**config.mk**
```make
export PLATFORM = sky130hd
export DESIGN_NAME = x86_integer_alu_with_flags
export DESIGN_NICKNAME = d
export VERILOG_FILES = /design/src/rtl/core/xalu_pkg.sv /design/src/rtl/core/xalu_front.sv /design/src/rtl/core/xalu_back.sv /design/src/rtl/core/x86_integer_alu_with_flags.sv
export VERILOG_INCLUDE_DIRS = /design/src /design/src/rtl/core
export SDC_FILE = /design/constraint.sdc
export NUM_CORES = 2
export LEC_CHECK = 0
export ABC_AREA = 1
export BUFFER_PORTS_ARGS = -buffer_cell sky130_fd_sc_hd__buf_2
export CORE_MARGIN = 3
export CORE_UTILIZATION = 40
export CTS_CLUSTER_DIAMETER = 150
export CTS_CLUSTER_SIZE = 20
export DETAILED_ROUTE_END_ITERATION = 8
export PLACE_DENSITY = 0.55
export SKIP_LAST_GASP = 1
export SYNTH_ARGS = -nofsm -noshare
export SYNTH_HDL_FRONTEND = slang
export SYNTH_SLANG_ARGS = --single-unit
```
**constraint.sdc**
```tcl
create_clock -name clk -period 18.88 [get_ports clk]
set_input_delay 0.944 -clock clk [delete_from_list [all_inputs] [get_ports clk]]
set_output_delay 0.944 -clock clk [all_outputs]
set_load 0.02 [all_outputs]
```
**src/rtl/core/x86_integer_alu_with_flags_macros.svh**
```systemverilog
// Assertion macros for the x86 integer ALU.
// Used by the top level only; no other dependencies.
`ifndef X86_INTEGER_ALU_WITH_FLAGS_MACROS_SVH
`define X86_INTEGER_ALU_WITH_FLAGS_MACROS_SVH
// Implication checked on every clock edge outside reset.
`define ALU_ASSERT_IMP(lbl, ante, cons, msg) \
	lbl: assert property (@(posedge clk) disable iff (!arst_n) (ante) |-> (cons)) \
		else $error(msg);
// Next-cycle implication checked outside reset.
`define ALU_ASSERT_NEXT(lbl, ante, cons, msg) \
	lbl: assert property (@(posedge clk) disable iff (!arst_n) (ante) |=> (cons)) \
		else $error(msg);
`endif

```
**src/rtl/core/xalu_pkg.sv**
```systemverilog
// Shared types and constants for the x86 integer ALU.
// No dependencies.
`timescale 1ns / 1ps
package xalu_pkg;
	localparam int unsigned DataWidth = 32;
	localparam int unsigned DivSteps  = 64;

	typedef enum logic [3:0] {
		OP_ADD, OP_ADC, OP_SUB, OP_SBB, OP_AND, OP_OR, OP_XOR, OP_SHL,
		OP_SHR, OP_SAR, OP_MUL, OP_IMUL, OP_DIV, OP_IDIV, OP_MOD, OP_IMOD
	} op_t;

	// Classified word handed from the front to the back.
	typedef struct packed {
		op_t         op;
		logic [5:0]  w;      // operand width: 8, 16 or 32
		logic [31:0] s;      // source masked to width
		logic [31:0] d;      // destination masked to width
		logic [31:0] dfull;  // destination as given, low half of the dividend
		logic [31:0] upper;
	} item_t;

	typedef struct packed {
		logic [31:0] lo;
		logic [31:0] hi;
		logic [4:0]  flags;  // CF, PF, ZF, SF, OF from bit 0
		logic        derr;
	} res_t;

	typedef enum logic [2:0] {
		ST_IDLE, ST_MUL, ST_DIV, ST_FIX, ST_DONE
	} bstate_t;

	function automatic logic [31:0] wmask(input logic [5:0] w);
		return (w == 6'd8) ? 32'hff : (w == 6'd16) ? 32'hffff : 32'hffffffff;
	endfunction

	function automatic logic topbit(input logic [31:0] v, input logic [5:0] w);
		return (w == 6'd8) ? v[7] : (w == 6'd16) ? v[15] : v[31];
	endfunction

	function automatic logic [63:0] sx64(input logic [31:0] v, input logic [5:0] w);
		return topbit(v, w) ? ({32'hffffffff, v & wmask(w)} | {32'hffffffff, ~wmask(w)})
			: {32'd0, v & wmask(w)};
	endfunction
endpackage

```
**src/rtl/core/xalu_front.sv**
```systemverilog
// Front end of the x86 ALU: accepts words and classifies them by width.
// Depends on xalu_pkg.
`timescale 1ns / 1ps
module xalu_front import xalu_pkg::*; (
	input  logic        clk,
	input  logic        arst_n,
	input  logic        in_valid,
	output logic        in_ready,
	input  logic [3:0]  op,
	input  logic [1:0]  size_code,
	input  logic [31:0] src_operand,
	input  logic [31:0] dest_operand,
	input  logic [31:0] dest_upper,
	output logic        q_valid,
	input  logic        q_ready,
	output item_t       q_item
);
	item_t item_q;
	logic  valid_q;
	logic [5:0] w;

	assign w = (size_code == 2'd0) ? 6'd8 : (size_code == 2'd1) ? 6'd16 : 6'd32;
	assign in_ready = !valid_q || q_ready;
	assign q_valid = valid_q;
	assign q_item = item_q;

	always_ff @(posedge clk or negedge arst_n) begin
		if (!arst_n) begin
			valid_q <= 1'b0;
		end else if (in_ready) begin
			valid_q <= in_valid;
		end
	end

	always_ff @(posedge clk) begin
		if (in_ready && in_valid) begin
			item_q.op    <= op_t'(op);
			item_q.w     <= w;
			item_q.s     <= src_operand & wmask(w);
			item_q.d     <= dest_operand & wmask(w);
			item_q.dfull <= dest_operand;
			item_q.upper <= dest_upper;
		end
	end
endmodule

```
**src/rtl/core/xalu_back.sv**
```systemverilog
// Back end of the x86 ALU: executes one word, keeps the flag register.
// Depends on xalu_pkg.
`timescale 1ns / 1ps
module xalu_back import xalu_pkg::*; (
	input  logic  clk,
	input  logic  arst_n,
	input  logic  q_valid,
	output logic  q_ready,
	input  item_t q_item,
	output logic  r_valid,
	input  logic  r_ready,
	output res_t  r_res
);
	bstate_t state_q, state_d;
	item_t   it_q;
	logic [4:0]  flags_q;
	res_t        res_q;
	logic [63:0] prod_q;
	logic [63:0] rem_q;   // partial remainder / dividend shift
	logic [63:0] quo_q;
	logic [63:0] dvs_q;
	logic        nn_q, dn_q;
	logic [6:0]  cnt_q;

	logic [63:0] ua, ub;
	logic        nn, dn, signed_div;
	logic [4:0]  nf;
	logic [31:0] lo;
	logic [31:0] cnt;
	logic [63:0] sxd, sar_r;
	logic [32:0] sum;
	logic [33:0] subw;
	logic        cin, cf_new;
	logic [63:0] rem_sh;
	logic [64:0] trial;
	logic [63:0] q_fix, r_fix;
	logic [63:0] mul_a, mul_b;
	logic signed [65:0] prod_w;
	logic        mul_ovf;

	function automatic logic [4:0] pzs(input logic [4:0] f, input logic [31:0] r,
		input logic [5:0] w);
		logic [4:0] o;
		o = f;
		o[1] = ~^r[7:0];
		o[2] = ((r & wmask(w)) == 32'd0);
		o[3] = topbit(r, w);
		return o;
	endfunction

	assign signed_div = (it_q.op == OP_IDIV) || (it_q.op == OP_IMOD);
	assign q_ready = (state_q == ST_IDLE);
	assign r_valid = (state_q == ST_DONE);
	assign r_res = res_q;

	// Operand magnitudes for the divider, taken from the queue head.
	always_comb begin
		logic sd;
		logic [63:0] dvd;
		sd = (q_item.op == OP_IDIV) || (q_item.op == OP_IMOD);
		dvd = {q_item.upper, q_item.dfull};
		nn = sd && dvd[63];
		dn = sd && topbit(q_item.s, q_item.w);
		ua = nn ? 64'd0 - dvd : dvd;
		ub = dn ? 64'd0 - sx64(q_item.s, q_item.w) : {32'd0, q_item.s};
	end

	// Logic, add, subtract and shift operations computed combinationally from the captured word.
	always_comb begin
		nf = flags_q;
		lo = 32'd0;
		cnt = {27'd0, it_q.s[4:0]};
		cin = flags_q[0];
		sum = 33'd0;
		subw = 34'd0;
		cf_new = 1'b0;
		sxd = sx64(it_q.d, it_q.w);
		sar_r = 64'd0;
		case (it_q.op)
			OP_ADD, OP_ADC: begin
				sum = {1'b0, it_q.s} + {1'b0, it_q.d}
					+ {32'd0, (it_q.op == OP_ADC) & cin};
				lo = sum[31:0] & wmask(it_q.w);
				nf[0] = sum[it_q.w];
				nf[4] = topbit(~(it_q.d ^ it_q.s) & (it_q.d ^ lo), it_q.w);
				nf = pzs(nf, lo, it_q.w);
			end
			OP_SUB, OP_SBB: begin
				subw = {2'b0, it_q.d} - {2'b0, it_q.s}
					- {33'd0, (it_q.op == OP_SBB) & cin};
				lo = subw[31:0] & wmask(it_q.w);
				nf[0] = subw[33];
				nf[4] = topbit((it_q.d ^ it_q.s) & (it_q.d ^ lo), it_q.w);
				nf = pzs(nf, lo, it_q.w);
			end
			OP_AND, OP_OR, OP_XOR: begin
				lo = (it_q.op == OP_AND) ? (it_q.s & it_q.d)
					: (it_q.op == OP_OR) ? (it_q.s | it_q.d) : (it_q.s ^ it_q.d);
				nf[0] = 1'b0;
				nf[4] = 1'b0;
				nf = pzs(nf, lo, it_q.w);
			end
			OP_SHL: begin
				lo = it_q.d;
				if (cnt != 32'd0) begin
					lo = (it_q.d << cnt[4:0]) & wmask(it_q.w);
					cf_new = (cnt <= {26'd0, it_q.w})
						? it_q.d[5'(it_q.w - cnt[5:0])] : 1'b0;
					nf[0] = cf_new;
					if (cnt == 32'd1) nf[4] = topbit(lo, it_q.w) ^ cf_new;
					nf = pzs(nf, lo, it_q.w);
				end
			end
			OP_SHR: begin
				lo = it_q.d;
				if (cnt != 32'd0) begin
					lo = it_q.d >> cnt[4:0];
					nf[0] = (cnt <= {26'd0, it_q.w}) ? it_q.d[5'(cnt - 32'd1)] : 1'b0;
					if (cnt == 32'd1) nf[4] = topbit(it_q.d, it_q.w);
					nf = pzs(nf, lo, it_q.w);
				end
			end
			OP_SAR: begin
				lo = it_q.d;
				if (cnt != 32'd0) begin
					sar_r = $unsigned($signed(sxd) >>> cnt[4:0]);
					lo = sar_r[31:0] & wmask(it_q.w);
					nf[0] = sxd[6'(cnt - 32'd1)];
					if (cnt == 32'd1) nf[4] = 1'b0;
					nf = pzs(nf, lo, it_q.w);
				end
			end
			default: begin
			end
		endcase
	end

	// Divider step: restoring, one quotient bit per cycle.
	assign rem_sh = {rem_q[62:0], quo_q[63]};
	assign trial = {1'b0, rem_sh} - {1'b0, dvs_q};
	assign q_fix = (nn_q != dn_q) ? 64'd0 - quo_q : quo_q;
	assign r_fix = nn_q ? 64'd0 - rem_q : rem_q;
	assign mul_a = (it_q.op == OP_IMUL) ? sx64(it_q.s, it_q.w) : {32'd0, it_q.s};
	assign mul_b = (it_q.op == OP_IMUL) ? sx64(it_q.d, it_q.w) : {32'd0, it_q.d};

	// A 33 by 33 signed product covers both the unsigned and the signed multiply.
	assign prod_w = $signed(mul_a[32:0]) * $signed(mul_b[32:0]);
	assign mul_ovf = (it_q.op == OP_IMUL) ? (prod_q != sx64(prod_q[31:0], it_q.w))
		: ((prod_q >> it_q.w) != 64'd0);

	always_comb begin
		state_d = state_q;
		case (state_q)
			ST_IDLE: if (q_valid) state_d = ST_MUL;
			ST_MUL: begin
				if (it_q.op inside {OP_DIV, OP_IDIV, OP_MOD, OP_IMOD} && it_q.s != 32'd0)
					state_d = ST_DIV;
				else if (it_q.op inside {OP_MUL, OP_IMUL})
					state_d = ST_FIX;
				else
					state_d = ST_DONE;
			end
			ST_DIV: if (cnt_q == 7'(DivSteps - 1)) state_d = ST_FIX;
			ST_FIX: state_d = ST_DONE;
			ST_DONE: if (r_ready) state_d = ST_IDLE;
			default: state_d = ST_IDLE;
		endcase
	end

	always_ff @(posedge clk or negedge arst_n) begin
		if (!arst_n) begin
			state_q <= ST_IDLE;
			flags_q <= 5'd0;
		end else begin
			state_q <= state_d;
			if (state_q == ST_MUL && !(it_q.op inside {OP_MUL, OP_IMUL, OP_DIV,
				OP_IDIV, OP_MOD, OP_IMOD}))
				flags_q <= nf;
			if (state_q == ST_FIX && it_q.op inside {OP_MUL, OP_IMUL}) begin
				flags_q[0] <= mul_ovf;
				flags_q[4] <= mul_ovf;
			end
		end
	end

	always_ff @(posedge clk) begin
		case (state_q)
			ST_IDLE: begin
				it_q <= q_item;
				rem_q <= 64'd0;
				quo_q <= ua;
				dvs_q <= ub;
				nn_q <= nn;
				dn_q <= dn;
				cnt_q <= 7'd0;
			end
			ST_MUL: begin
				prod_q <= prod_w[63:0];
				res_q.lo <= lo;
				res_q.hi <= 32'd0;
				res_q.flags <= nf;
				res_q.derr <= it_q.op inside {OP_DIV, OP_IDIV, OP_MOD, OP_IMOD}
					&& it_q.s == 32'd0;
			end
			ST_DIV: begin
				cnt_q <= cnt_q + 7'd1;
				if (!trial[64]) begin
					rem_q <= trial[63:0];
					quo_q <= {quo_q[62:0], 1'b1};
				end else begin
					rem_q <= rem_sh;
					quo_q <= {quo_q[62:0], 1'b0};
				end
			end
			ST_FIX: begin
				if (it_q.op inside {OP_MUL, OP_IMUL}) begin
					res_q.lo <= prod_q[31:0];
					res_q.hi <= prod_q[63:32];
					res_q.flags <= {mul_ovf, flags_q[3:1], mul_ovf};
				end else begin
					res_q.lo <= ((it_q.op == OP_DIV || it_q.op == OP_IDIV)
						? q_fix[31:0] : r_fix[31:0]) & wmask(it_q.w);
					res_q.flags <= flags_q;
				end
			end
			default: begin
			end
		endcase
	end
endmodule

```
**src/rtl/core/x86_integer_alu_with_flags.sv**
```systemverilog
// Top level of the x86 integer ALU with flags.
// Depends on xalu_pkg, xalu_front, xalu_back and the assertion macro header.
`timescale 1ns / 1ps
`include "x86_integer_alu_with_flags_macros.svh"
// Usage: the slave channel (s_tvalid/s_tready/s_tdata) takes one word per
// operation; the master channel (m_tvalid/m_tready/m_tdata) returns one word.
// The front stage registers and classifies each word; a one-entry queue
// separates it from the back end, which owns the flag register.
// Path of a word: the front register, then the back end captures it and
// enters MUL; logic, add and shift ops and a zero divisor go on to DONE,
// multiplies pass through FIX, and divisions run the 64-step radix-2
// restoring divider loop before FIX. The back end runs one word at a time.
// Reset clears the flag register (all flags zero) and empties both stages.
// When the receiver stalls, the result holds in the output register and
// the front stage still takes one more word into the queue.
module x86_integer_alu_with_flags import xalu_pkg::*; (
	input  logic         clk,
	input  logic         arst_n,
	input  logic         s_tvalid,
	output logic         s_tready,
	// op[3:0], size_code[5:4], src_operand[37:6], dest_operand[69:38],
	// dest_upper[101:70], zeros above
	input  logic [103:0] s_tdata,
	output logic         m_tvalid,
	input  logic         m_tready,
	// result_low[31:0], result_high[63:32], carry_flag[64], parity_flag[65],
	// zero_flag[66], sign_flag[67], overflow_flag[68], divide_error[69]
	output logic [71:0]  m_tdata
);
	item_t q_item;
	logic  q_valid, q_ready;
	res_t  res;

	xalu_front u_front (
		.clk, .arst_n,
		.in_valid(s_tvalid), .in_ready(s_tready),
		.op(s_tdata[3:0]), .size_code(s_tdata[5:4]),
		.src_operand(s_tdata[37:6]), .dest_operand(s_tdata[69:38]),
		.dest_upper(s_tdata[101:70]),
		.q_valid, .q_ready, .q_item
	);

	xalu_back u_back (
		.clk, .arst_n,
		.q_valid, .q_ready, .q_item,
		.r_valid(m_tvalid), .r_ready(m_tready), .r_res(res)
	);

	assign m_tdata = {2'b00, res.derr, res.flags[4], res.flags[3], res.flags[2],
		res.flags[1], res.flags[0], res.hi, res.lo};

	`ALU_ASSERT_IMP(a_derr_zero, m_tvalid && m_tdata[69], m_tdata[63:0] == 64'd0,
		"divide error with nonzero result")
	`ALU_ASSERT_NEXT(a_hold, m_tvalid && !m_tready, m_tvalid, "result dropped")
endmodule

```
==> metrics list <==
* Cell total after placement: roughly 13,000
* Initial DRC count: between 7,000 and 8,000
- Summed over all failing endpoints, the final setup total negative slack is 0 ps.
- The Yosys step of the flow raised 0 warnings.
- At the pin with the least slew margin, the transition time is between 1000 and 1500 ps.
- Total Wirelength: between 300 and 400 mm
- Setup repair after global routing left no endpoint under its margin.
- Cts bufs inserted: 35
- Measured against its own limit, the worst slew margin works out to between 10% and 20%.
- Min Clock Period, post-route: ~13,000 ps
* Worst hold path class: input pin to asynchronous set/reset pin
- Period utilization: between 60% and 70%
- Of all flip-flops after synthesis, the portion carrying an async set or reset was under 10%.
- After clock tree synthesis, the clock-pin slew on the worst setup and hold paths is about 100 ps.
- Starting Density: around two fifths
* Highest clock frequency the design can meet: 77.7 MHz
- CTS built an H-tree with a depth of 2.
- Post-route DRC: 0
- In this run the standard cell core region covers around 0.20 mm^2.
- Post-detailed-route via-to-cell ratio: around 5.6
- The max-slew violation count is 0.
- After global routing the overflow that remains totals 0.
* Critical setup path kind: flip-flop to flip-flop
- STA puts the critical path data required time at just under 20,000 ps.
* Sequential-to-total area share from yosys stat: between 10% and 20%
* Result of the run: completed
* Top cell by count, worst path: sky130_fd_sc_hd__fa_1
- Across every metal layer, demand over resource in global routing totals 36.0%.
- Counting every sink on the clock net gives 540.
- Ranked by total cell area, the synthesized netlist is headed by sky130_fd_sc_hd__fa_1 28%, sky130_fd_sc_hd__edfxtp_1 20%, sky130_fd_sc_hd__nand2_1 10%.
- Post-route non-filler standard cell count: around 13,000
- After clock tree synthesis, the repair step resized 0 gates.
- Dividing the detail-routed wire length by the instance count gives 28.7 um.
* Count of input and output buffers: 177
- Of all nets on the critical path, the largest fanout is 47.
- Combined area of all synthesized cells: 0.0815 mm^2
* Die width: between 400 and 500 um
* Cell with the most instances after synthesis: sky130_fd_sc_hd__nand2_1
- Clock root buffer master: sky130_fd_sc_hd__clkbuf_16
- Between clock sinks in the finished design, the worst skew comes to roughly 48 ps.
* Final Hold Violating Endpoints: 0
* Placed wire-length estimate after detailed placement: between 300 and 400 mm
- The number of hold buffers added after CTS was 0.
* Post-synth top cells: 2,182 x sky130_fd_sc_hd__nand2_1, 2,008 x sky130_fd_sc_hd__inv_1, 1,164 x sky130_fd_sc_hd__nor2_1
- The floorplan step defined a die boundary enclosing 0.209 mm^2.
- For this run, the share of the core covered by cells in the final layout is a little over two fifths.
- Number of max-cap violations: 0
* Most frequently used flop master after synthesis: sky130_fd_sc_hd__edfxtp_1
* Post-CTS Setup Repair Bufs: 0
- I/O pin cnt: between 150 and 200
- EDFF count, synth: between 500 and 600
- Share of final-layout standard cells stronger than drive strength 1: around 5.7%
* Antenna violations before repair: 28
- Via count of the first global-routing pass: roughly 73,000
- The congestion estimate from routability-driven global placement came to ~1.0.
* Pin count of the biggest net entering global routing: 99
- STA classifies the critical path endpoint as a flip-flop.
- Synthesis produced a netlist whose cell count is approximately 11,000.
- Remaining antenna violation count: 0
- Number of failing setup endpoints in the final timing report: 0
* Global-route wire length before repair: between 500 and 600 mm
* Distinct cells, synth: between 70 and 80
- Counting flops and latches in the post-synthesis netlist gives between 500 and 600.
- CP max stage delay: roughly 960 ps
- Die Span Y: around 460 um
* Syn avg cell area: between 7 and 8 um^2
- Kind of start point of the critical path: flip-flop
* Synth area leader: sky130_fd_sc_hd__fa_1
- Final Net Count: 12,200
- Tracing the worst setup path back leads to its startpoint at u_back.it_q[132].
- In this run the deepest clock path goes through 3 buffers.
- At the worst endpoint, the arrival time is 13,300 ps.
- Clock latency on the worst-skew pair, taken at its later pin, is about 660 ps.
- On the critical path, the stage with the largest delay is an instance of sky130_fd_sc_hd__clkinv_1.
* Via count: around 75,000
- Core Rows: between 150 and 200
* First drt pass iteration count: 9
* Clock tree from TritonCTS: built
- Crit Reg-Reg Startpoint: u_back.it_q[132]
- Growth of design area from synthesis to finish: 6.73%
- The synthesized design devotes to its leading area cell type around 28% of total area.
==> layer usage <==
layer | vias to the layer above | routed length [um] | track usage (%)
li1 | 33200 | - | -
met1 | 37500 | 155000 | 47.6
met2 | 3342 | 170000 | 56.3
met3 | 624 | 29800 | 5.69
met4 | 4 | 26400 | 20.2
met5 | - | 27 | 0
==> final timing paths <==
check                                    end  slack (ps)  cells past startpoint
max reg2reg                u_back.prod_q[61]        6000                     35
min in group clk             u_back.it_q[82]         420                      0
min reg2reg                  u_back.it_q[82]         420                      0
max                        u_back.prod_q[61]        6000                     35
max in group asynchronous  u_back.flags_q[2]       18470                      1
min                        u_back.flags_q[1]         180                      1
==> worst max-delay path: cells and delay by family (launching register included) <==
| family | cells | cell delay (ps) |
|---|---|---|
| buffers and inverters | 9 | 2780 |
| AO/OA/AOI/OAI | 8 | 2480 |
| AND/OR/NAND/NOR | 8 | 1830 |
| flip-flops | 1 | 910 |
| XOR/XNOR | 1 | 90 |
| adder cells (fa/ha/maj) | 9 | 4350 |
==> area by class of cell <==
cell class / count / area, um^2
inverters: 2068 / 7780
flip-flops and latches: 540 / 16200
clock buffers: 41 / 898
repair buffers: 390 / 2500
fillers: 21000 / 115000
diodes: 12 / 30.0
clock inverters: 9 / 128
multi-input cells: 7546 / 56100
well taps: 2672 / 3340
==> cells by family (layout without fill, tap and decap cells) <==
family | Yosys count | count (layout) | share of synthesized area [%]
AO/OA/AOI/OAI | 1530 | 1530 | 10.5
multiplexers | 14 | 14 | 0.172
adder cells (fa/ha/maj) | 1537 | 1537 | 34.0
other | 1 | 46 | 0.00460
AND/OR/NAND/NOR | 4207 | 4207 | 21.3
buffers and inverters | 2509 | 2508 | 11.7
XOR/XNOR | 224 | 224 | 2.41
flip-flops | 540 | 540 | 19.9
==> sequential cells by signal (all words and copies together) (netlist names) <==
register / cells
u_back.r_res: 70
u_back.prod_q: 64
u_back.cnt: 4
u_back.state_q: 3
u_front.q_valid: 1
u_back.it_q: 66
u_back.dvs_q: 64
u_back.rem_q: 63
u_back.flags_q: 5
u_front.q_item: 127
u_back.nn_q: 1
u_back.cnt_q: 7
u_back.quo_q: 64
u_back.dn_q: 1
==> metrics by stage <==
stage / setup slack (ps) / instance area, um^2 / hold slack [ps]
after global routing: 5810 / 86900 / 161
final: 6000 / 86900 / 175
after CTS: 6450 / 86900 / 143
after detailed placement: 6480 / 85900 / 405
after floorplan: 3350 / 81600 / 400
after global placement: 6510 / 85900 / 402
==> placed cells by master, fill, tap and decap left out, drive strengths merged, types with 55 or more instances in the layout <==
cell type and count:
fa 1129, ha 408, nor4 55, o211ai 97, nor3 76, nand4 124
nand2 2194, a21oi 503, xnor2 106, nand3 495, buf 390, a31oi 64
nor2 1181, inv 2052, edfxtp 531, o21ai 661, xor2 118
Power is left out: the tool's default activity adds up to more than one toggle a clock period on the data nets, which glitch-free logic cannot reach.
